==> src/hdl/csp_pkg.sv <==
// Shared types and constants for the circulant shortest-path router.
`timescale 1ns / 1ps
`default_nettype none
package csp_pkg;

   localparam int ID_W       = 10;
   localparam int PORT_W     = 3;
   localparam int MASK_W     = 4;
   localparam int CNT_W      = 11;
   localparam int STEP_W     = 10;
   localparam int DIST_W     = 10;
   localparam int CSR_IDX_W  = 2;
   localparam int CSR_DATA_W = 11;
   localparam int SMALL_RING = 16;

   localparam logic [CSR_IDX_W-1:0] CFG_NODE_COUNT = 2'd0;
   localparam logic [CSR_IDX_W-1:0] CFG_LONG_STEP  = 2'd1;

   localparam logic [CNT_W-1:0]  RESET_NODE_COUNT = 11'd16;
   localparam logic [STEP_W-1:0] RESET_LONG_STEP  = 10'd4;

   localparam logic [PORT_W-1:0] PORT_LOCAL = 3'd4;

   typedef enum logic [3:0] {
      ST_IDLE,
      ST_CHECK,
      ST_CLEAR,
      ST_MOD,
      ST_SEED,
      ST_POP,
      ST_NB_RD,
      ST_NB_WR,
      ST_LK_RD,
      ST_LK_ACC,
      ST_RESP
   } state_type;

   typedef struct packed {
      logic load_req;
      logic clr_init;
      logic clr_step;
      logic mod_init;
      logic mod_step;
      logic seed;
      logic pop_rd;
      logic nb_rd;
      logic nb_wr;
      logic lk_init;
      logic lk_rd;
      logic lk_acc;
      logic set_ready;
      logic rsp_load;
   } cmd_type;

   typedef struct packed {
      logic id_err;
      logic is_local;
      logic table_ready;
      logic clr_last;
      logic mod_last;
      logic q_empty;
      logic k_last;
   } status_type;

endpackage
`default_nettype wire

==> src/hdl/csp_ctrl.sv <==
// Controller state machine of the circulant shortest-path router.
`timescale 1ns / 1ps
`default_nettype none
module csp_ctrl (
   input  wire logic                clock,
   input  wire logic                reset,
   input  wire logic                start,
   input  csp_pkg::status_type      status,
   output csp_pkg::cmd_type         cmd,
   output logic                     busy
);

   csp_pkg::state_type state_ff;
   csp_pkg::state_type state_in;

   always_ff @(posedge clock) begin
      if (reset) begin
         state_ff <= csp_pkg::ST_IDLE;
      end else begin
         state_ff <= state_in;
      end
   end

   always_comb begin
      state_in = state_ff;
      case (state_ff)
         csp_pkg::ST_IDLE: begin
            if (start) state_in = csp_pkg::ST_CHECK;
         end
         csp_pkg::ST_CHECK: begin
            if (status.id_err || status.is_local) state_in = csp_pkg::ST_RESP;
            else if (status.table_ready)          state_in = csp_pkg::ST_LK_RD;
            else                                  state_in = csp_pkg::ST_CLEAR;
         end
         csp_pkg::ST_CLEAR: begin
            if (status.clr_last) state_in = csp_pkg::ST_MOD;
         end
         csp_pkg::ST_MOD: begin
            if (status.mod_last) state_in = csp_pkg::ST_SEED;
         end
         csp_pkg::ST_SEED: begin
            state_in = csp_pkg::ST_POP;
         end
         csp_pkg::ST_POP: begin
            if (status.q_empty) state_in = csp_pkg::ST_LK_RD;
            else                state_in = csp_pkg::ST_NB_RD;
         end
         csp_pkg::ST_NB_RD: begin
            state_in = csp_pkg::ST_NB_WR;
         end
         csp_pkg::ST_NB_WR: begin
            if (status.k_last) state_in = csp_pkg::ST_POP;
            else               state_in = csp_pkg::ST_NB_RD;
         end
         csp_pkg::ST_LK_RD: begin
            state_in = csp_pkg::ST_LK_ACC;
         end
         csp_pkg::ST_LK_ACC: begin
            if (status.k_last) state_in = csp_pkg::ST_RESP;
            else               state_in = csp_pkg::ST_LK_RD;
         end
         csp_pkg::ST_RESP: begin
            state_in = csp_pkg::ST_IDLE;
         end
         default: begin
            state_in = csp_pkg::ST_IDLE;
         end
      endcase
   end

   always_comb begin
      cmd  = '0;
      busy = 1'b1;
      case (state_ff)
         csp_pkg::ST_IDLE: begin
            busy         = 1'b0;
            cmd.load_req = start;
         end
         csp_pkg::ST_CHECK: begin
            // The chord remainder is kept while the table stays valid.
            cmd.clr_init = 1'b1;
            cmd.mod_init = !status.table_ready;
            cmd.lk_init  = 1'b1;
         end
         csp_pkg::ST_CLEAR:  cmd.clr_step = 1'b1;
         csp_pkg::ST_MOD:    cmd.mod_step = 1'b1;
         csp_pkg::ST_SEED:   cmd.seed     = 1'b1;
         csp_pkg::ST_POP: begin
            if (status.q_empty) begin
               cmd.set_ready = 1'b1;
               cmd.lk_init   = 1'b1;
            end else begin
               cmd.pop_rd = 1'b1;
            end
         end
         csp_pkg::ST_NB_RD:  cmd.nb_rd    = 1'b1;
         csp_pkg::ST_NB_WR:  cmd.nb_wr    = 1'b1;
         csp_pkg::ST_LK_RD:  cmd.lk_rd    = 1'b1;
         csp_pkg::ST_LK_ACC: cmd.lk_acc   = 1'b1;
         csp_pkg::ST_RESP:   cmd.rsp_load = 1'b1;
         default: begin
            busy = 1'b1;
         end
      endcase
   end

endmodule
`default_nettype wire

==> config.mk <==
export PLATFORM = sky130hd
export DESIGN_NAME = csp_ctrl
export DESIGN_NICKNAME = d
export VERILOG_FILES = /design/src/hdl/csp_pkg.sv /design/src/hdl/csp_ctrl.sv
export SDC_FILE = /design/constraint.sdc
export NUM_CORES = 1
export LEC_CHECK = 0
export BUFFER_PORTS_ARGS = -buffer_cell sky130_fd_sc_hd__buf_2
export CAP_MARGIN = 25
export CORE_AREA = 5 5 42 44
export DETAILED_ROUTE_END_ITERATION = 16
export DIE_AREA = 0 0 47 49
export GPL_TIMING_DRIVEN = 0
export PLACE_DENSITY = 0.61
export SYNTH_ARGS = -nofsm -noshare
export SYNTH_HDL_FRONTEND = slang
export SYNTH_SLANG_ARGS = --single-unit
export TNS_END_PERCENT = 30
==> constraint.sdc <==
create_clock -name clock -period 1.57 [get_ports clock]
set_input_delay 0.0785 -clock clock [delete_from_list [all_inputs] [get_ports clock]]
set_output_delay 0.0785 -clock clock [all_outputs]
set_load 0.1 [all_outputs]
# [After elaboration in Yosys (flattened, before gate mapping)]
# Cells that the tools add are included.
[totals] ff_bits=4 input_bits=10 output_inout_bits=15 word_cells=44
[classes] n_eq_ne=13 muxes=26 reduce_logical=4
[ops] cell="4-bit case mux with 10 select lines" n=1
[ops] cell="4-bit 2-to-1 mux" n=6
[ops] cell="4-bit by 3-bit == test with 1-bit output, second input constant" n=4
[ops] cell="1-bit 2-to-1 mux" n=16
[ops] cell="4-bit == test, second input constant" n=3
[ops] cell="4-bit by 2-bit == test with 1-bit output, second input constant" n=2
[ops] cell="2-bit inequality test, second input constant" n=3
[ops] cell="4-bit by 1-bit == test with 1-bit output, second input constant" n=1
[ops] cell="4-bit zero test" n=1
[ops] cell="2-bit 2-to-1 mux" n=2
[ops] cell="3-bit AND reduction" n=1
[ops] cell="1-bit case mux with 2 select lines" n=1
[ops] cell="1-bit zero test" n=1
[ops] cell="1-bit logical OR" n=1

# [Longest topological paths before layout]
[logic_depth] depth_word=3 depth_mapped=5 ltp_nobuf=4

# [Worst setup path after synthesis]
# No wires, ideal clock.
[synth_timing] kind="register -> output" start="reg state_ff[2]" end="out cmd[7] (netlist bit)" arrival_time_ns=3.422 slack_ns=-1.930 path_stages_with_launch=4 n_path_buf=1 cell_sequence="dfxtp_1 > buf_6 > nand2_2 > nor4_1"
[synth_lines] element="from (decl)" line="csp_ctrl.sv:13" rtl="csp_pkg::state_type state_ff;"
[synth_lines] element="from (signal assigned)" line="csp_ctrl.sv:18" rtl="state_ff <= csp_pkg::ST_IDLE;"
[synth_lines] element="from (signal assigned)" line="csp_ctrl.sv:20" rtl="state_ff <= state_in;"
[synth_lines] element="to (decl)" line="csp_ctrl.sv:9" rtl="output csp_pkg::cmd_type cmd,"

==> flow_summary.html <==
<table>
<tr><th>Metric</th><th>Value</th></tr>
<tr><th colspan="2">Critical path</th></tr>
<tr><td>Critical Path Source Type</td><td>register</td></tr>
<tr><td>Data arrival, critical path</td><td>1490 ps</td></tr>
<tr><td>Required @ worst endpoint</td><td>1490 ps</td></tr>
<tr><td>Critical path start-end classification</td><td>register to output port</td></tr>
<tr><td>CP max stage delay</td><td>340 ps</td></tr>
<tr><td>Cell family with most CP delay</td><td>simple AND/OR/NAND/NOR gates</td></tr>
<tr><td>Biggest fanout along the worst timing path</td><td>10</td></tr>
<tr><td>Sum of buffers and inverters on the critical path</td><td>2</td></tr>
<tr><td>Library cell contributing the largest single delay on the critical path</td><td>sky130_fd_sc_hd__dfxtp_1</td></tr>
<tr><td>Series of cell instances along the critical path</td><td>buf_4 -&gt; and4_2 -&gt; or2_2 -&gt; buf_6</td></tr>
<tr><td>Critical Path Sink Type</td><td>output port</td></tr>
<tr><th colspan="2">Global routing</th></tr>
<tr><td>Global-route usage over all layers</td><td>11.8%</td></tr>
<tr><td>Global-route wire length before repair</td><td>2040 um</td></tr>
<tr><td>Largest net degree at the start of global routing</td><td>11</td></tr>
<tr><td>Vias in the first global route</td><td>480</td></tr>
<tr><td>Number of antenna violations at the first check in global routing</td><td>0</td></tr>
<tr><td>Global-route congestion overflow total</td><td>0</td></tr>
<tr><th colspan="2">Route</th></tr>
<tr><td>Metal-1 WL</td><td>559 um</td></tr>
<tr><td>Count of routing violations after the opening detailed-route iteration</td><td>8</td></tr>
<tr><td>Number of vias per cell after detailed routing</td><td>5.13</td></tr>
<tr><td>Total number of vias</td><td>508</td></tr>
<tr><td>Iteration count of the initial detailed-routing pass</td><td>4</td></tr>
<tr><td>DRC violation count after routing</td><td>0</td></tr>
<tr><td>Highest metal layer with signal wires</td><td>met4</td></tr>
<tr><td>DRT antenna net count</td><td>0</td></tr>
<tr><td>Wire length on met3</td><td>81 um</td></tr>
<tr><td>Met2 WL</td><td>593 um</td></tr>
<tr><td>Routed len/inst</td><td>12.6 um</td></tr>
<tr><td>Total wirelength of the detailed-routed design</td><td>1250 um</td></tr>
<tr><th colspan="2">Synth</th></tr>
<tr><td>Most repeated cell in the gate-level netlist after synthesis</td><td>sky130_fd_sc_hd__nor2_1</td></tr>
<tr><td>Top post-synthesis cells by area</td><td>sky130_fd_sc_hd__dfxtp_1 18%, sky130_fd_sc_hd__buf_6 7.7%, sky130_fd_sc_hd__nor2_1 6.0%</td></tr>
<tr><td>Fraction of synthesis flops using an asynchronous set or reset pin</td><td>0%</td></tr>
<tr><td>Cell area after synthesis</td><td>437 um2</td></tr>
<tr><td>Most used flip-flop cell after synthesis</td><td>sky130_fd_sc_hd__dfxtp_1</td></tr>
<tr><td>Syn nets</td><td>65</td></tr>
<tr><td>Portion of the post-synthesis area used by sequential elements</td><td>18.3%</td></tr>
<tr><td>Mean cell area of the mapped netlist</td><td>7.94 um2</td></tr>
<tr><td>Yosys top cell area share</td><td>18.3%</td></tr>
<tr><td>Most common library cells after synthesis</td><td>7 x sky130_fd_sc_hd__nor2_1, 6 x sky130_fd_sc_hd__nand2_1, 5 x sky130_fd_sc_hd__nor3_1</td></tr>
<tr><td>Cell type with the highest aggregate area in the netlist</td><td>sky130_fd_sc_hd__dfxtp_1</td></tr>
<tr><td>Count of unique library cells instantiated by Yosys</td><td>30</td></tr>
<tr><td>Yosys warning total</td><td>0</td></tr>
<tr><td>Number of flip-flops and latches in the synthesized netlist</td><td>4</td></tr>
<tr><td>Post-Synthesis Cells</td><td>55</td></tr>
<tr><td>EDFF count, synth</td><td>0</td></tr>
<tr><th colspan="2">Floorplanning</th></tr>
<tr><td>Number of placed I/O pins</td><td>25</td></tr>
<tr><td>Die Width</td><td>47 um</td></tr>
<tr><td>Die Y-Extent</td><td>49 um</td></tr>
<tr><td>Die outline area</td><td>0.00230 mm2</td></tr>
<tr><td>Total number of placement rows</td><td>14</td></tr>
<tr><td>Std-Cell Core Area</td><td>0.00140 mm2</td></tr>
<tr><td>Initial standard-cell utilization of the core</td><td>31.2%</td></tr>
<tr><th colspan="2">Status</th></tr>
<tr><td>Run status</td><td>finished with violations</td></tr>
<tr><td>Violations in the final reports</td><td>setup timing</td></tr>
<tr><th colspan="2">Worst hold path</th></tr>
<tr><td>Tightest Hold Check Type</td><td>input port to register</td></tr>
<tr><th colspan="2">Power</th></tr>
<tr><td>Overall power consumption</td><td>1.67 mW</td></tr>
<tr><td>Areal power density over the cells</td><td>2330 mW/mm2</td></tr>
<tr><td>Leakage power figure</td><td>0.291 nW</td></tr>
<tr><td>Worst supply voltage drop on vdd</td><td>1650 uV</td></tr>
<tr><th colspan="2">Clocking</th></tr>
<tr><td>Longest Clk Path Bufs</td><td>2</td></tr>
<tr><td>Clock tree from TritonCTS</td><td>built</td></tr>
<tr><td>Number of clock sinks</td><td>4</td></tr>
<tr><td>Number of post-CTS setup repair buffers</td><td>0</td></tr>
<tr><td>Clock root buffer master</td><td>sky130_fd_sc_hd__clkbuf_4</td></tr>
<tr><td>Clock buffers created by TritonCTS</td><td>3</td></tr>
<tr><td>Clock insertion delay at the later pin of the skew report</td><td>240 ps</td></tr>
<tr><td>Clock transition at the registers of the reported paths</td><td>40 ps</td></tr>
<tr><td>Clock H-tree levels</td><td>1</td></tr>
<tr><th colspan="2">STA</th></tr>
<tr><td>Unrepaired setup endpoints after global routing</td><td>yes</td></tr>
<tr><td>Relative max-transition margin</td><td>67.6%</td></tr>
<tr><td>Final critical path time including I/O delays and setup</td><td>1570 ps</td></tr>
<tr><td>Share of the cycle needed by the critical path after routing</td><td>100%</td></tr>
<tr><td>Minimum setup slack in the final design</td><td>-3.49 ps</td></tr>
<tr><td>Final setup violation count</td><td>1</td></tr>
<tr><td>Number of max-slew violations in the final report</td><td>0</td></tr>
<tr><td>Fmax</td><td>0.636 GHz</td></tr>
<tr><td>Clock Skew</td><td>2.29 ps</td></tr>
<tr><td>Total count of hold-check failures in the final report</td><td>0</td></tr>
<tr><td>Slew @ Worst Pin</td><td>490 ps</td></tr>
<tr><th colspan="2">Layout</th></tr>
<tr><td>Fillcell total</td><td>141</td></tr>
<tr><td>Layout area overhead</td><td>64.2%</td></tr>
<tr><td>Largest Register</td><td>state_ff</td></tr>
<tr><td>Flip-flop count of the largest register after layout</td><td>4</td></tr>
<tr><td>Largest registers ranked by flip-flop count</td><td>state_ff: 4 flops</td></tr>
<tr><td>Count of non-filler cells in the finished layout</td><td>99</td></tr>
<tr><td>Fraction of final layout cells with drive strength greater than 1</td><td>59.0%</td></tr>
<tr><td>N_diodes</td><td>0</td></tr>
<tr><td>Nets</td><td>94</td></tr>
<tr><th colspan="2">Placement</th></tr>
<tr><td>Weighted congestion at the end of routability-driven global placement</td><td>0.731</td></tr>
<tr><td>Dpl cells</td><td>95</td></tr>
<tr><td>Hpwl dp</td><td>964 um</td></tr>
<tr><td>Count of buffers inserted at the top-level ports</td><td>24</td></tr>
<tr><th colspan="2">Run</th></tr>
<tr><td>Number of maximum-capacitance violations</td><td>0</td></tr>
</table>
==> where the power goes <==
group	internal [mW]	switching, mW
combinational	0.357	0.989
clock	0.0958	0.0491
sequential	0.138	0.0445
total	0.591	1.08
==> worst register-to-register path, stage by stage, from the launching register on <==
cell                       delay, ps
sky130_fd_sc_hd__dfxtp_1         390
sky130_fd_sc_hd__buf_4           210
sky130_fd_sc_hd__nand2_2         100
sky130_fd_sc_hd__o31ai_1         200
sky130_fd_sc_hd__o21bai_1         90
sky130_fd_sc_hd__a41oi_1         200
==> through the flow <==
| step | setup TNS, ps | instance area [um2] | worst slack [ps] | util, % | hold slack, ps |
|---|---|---|---|---|---|
| 2_1_floorplan | -4520 | 495 | -733 | - | 143 |
| 3_5_place_dp | 0 | 636 | 112 | 45.4 | 304 |
| 5_1_grt | -38.8 | 717 | -30.2 | 51.2 | 51.2 |
| 3_3_place_gp | 0 | 636 | 104 | 45.4 | 303 |
| 6_report | -3.49 | 717 | -3.49 | 51.2 | 48.5 |
| 4_1_cts | -11.4 | 689 | -11.4 | 49.2 | 48.0 |
==> per-layer routing <==
layer | up-vias | global-route usage, %
li1 | 256 | -
met1 | 231 | 17.4
met2 | 19 | 16.3
met3 | 2 | 1.48
met4 | 0 | 5.53
met5 | - | 0
==> worst paths after layout <==
path	start	end	slack (ps)	depth (start not counted)
max	state_ff[0]	cmd[4]	-3	4
min	reset	state_ff[2]	50	2
max reg2reg	state_ff[0]	state_ff[1]	310	5
min reg2reg	state_ff[3]	state_ff[2]	630	2
==> logic make-up after synthesis <==
logic type	after synthesis	share of synthesized area (%)
buffers and inverters	4	9.46
DFF	4	18.3
and+or+nand+nor	33	47.0
muxes	2	4.87
AOI/OAI and AO/OA	12	20.3
==> placed cells by master (no fill, tap or decap), types with 2 or more instances in the layout <==
cell type	netlist	final
sky130_fd_sc_hd__buf_2	0	10
sky130_fd_sc_hd__clkbuf_4	0	9
sky130_fd_sc_hd__nor3_1	5	2
sky130_fd_sc_hd__nand2b_1	2	2
sky130_fd_sc_hd__o21ai_0	2	2
sky130_fd_sc_hd__nand2_1	6	6
sky130_fd_sc_hd__and3_1	2	2
sky130_fd_sc_hd__or2b_1	2	2
sky130_fd_sc_hd__nor2_1	7	6
sky130_fd_sc_hd__o21ai_2	2	2
sky130_fd_sc_hd__buf_6	3	5
sky130_fd_sc_hd__buf_4	1	6
sky130_fd_sc_hd__nor3_4	0	2
sky130_fd_sc_hd__dfxtp_2	0	2
==> cell type report <==
type	instances	area, um2	area share (%)
Clock buffer	4	26.3	3.66
Tap cell	16	20.0	2.79
Buffer	4	41.3	5.76
Multi-Input combinational cell	47	368	51.3
Timing Repair Buffer	24	175	24.4
Sequential cell	4	86.3	12.0
==> repair_timing <==
item                                   4_1_cts  5_1_grt
gates resized for setup                     10        9
endpoints found under the hold margin        0        0
setup endpoints to repair                    8        9
pin swaps                                    0        1
hold buffers                                 0        0
(Power assumes the default switching activity.)
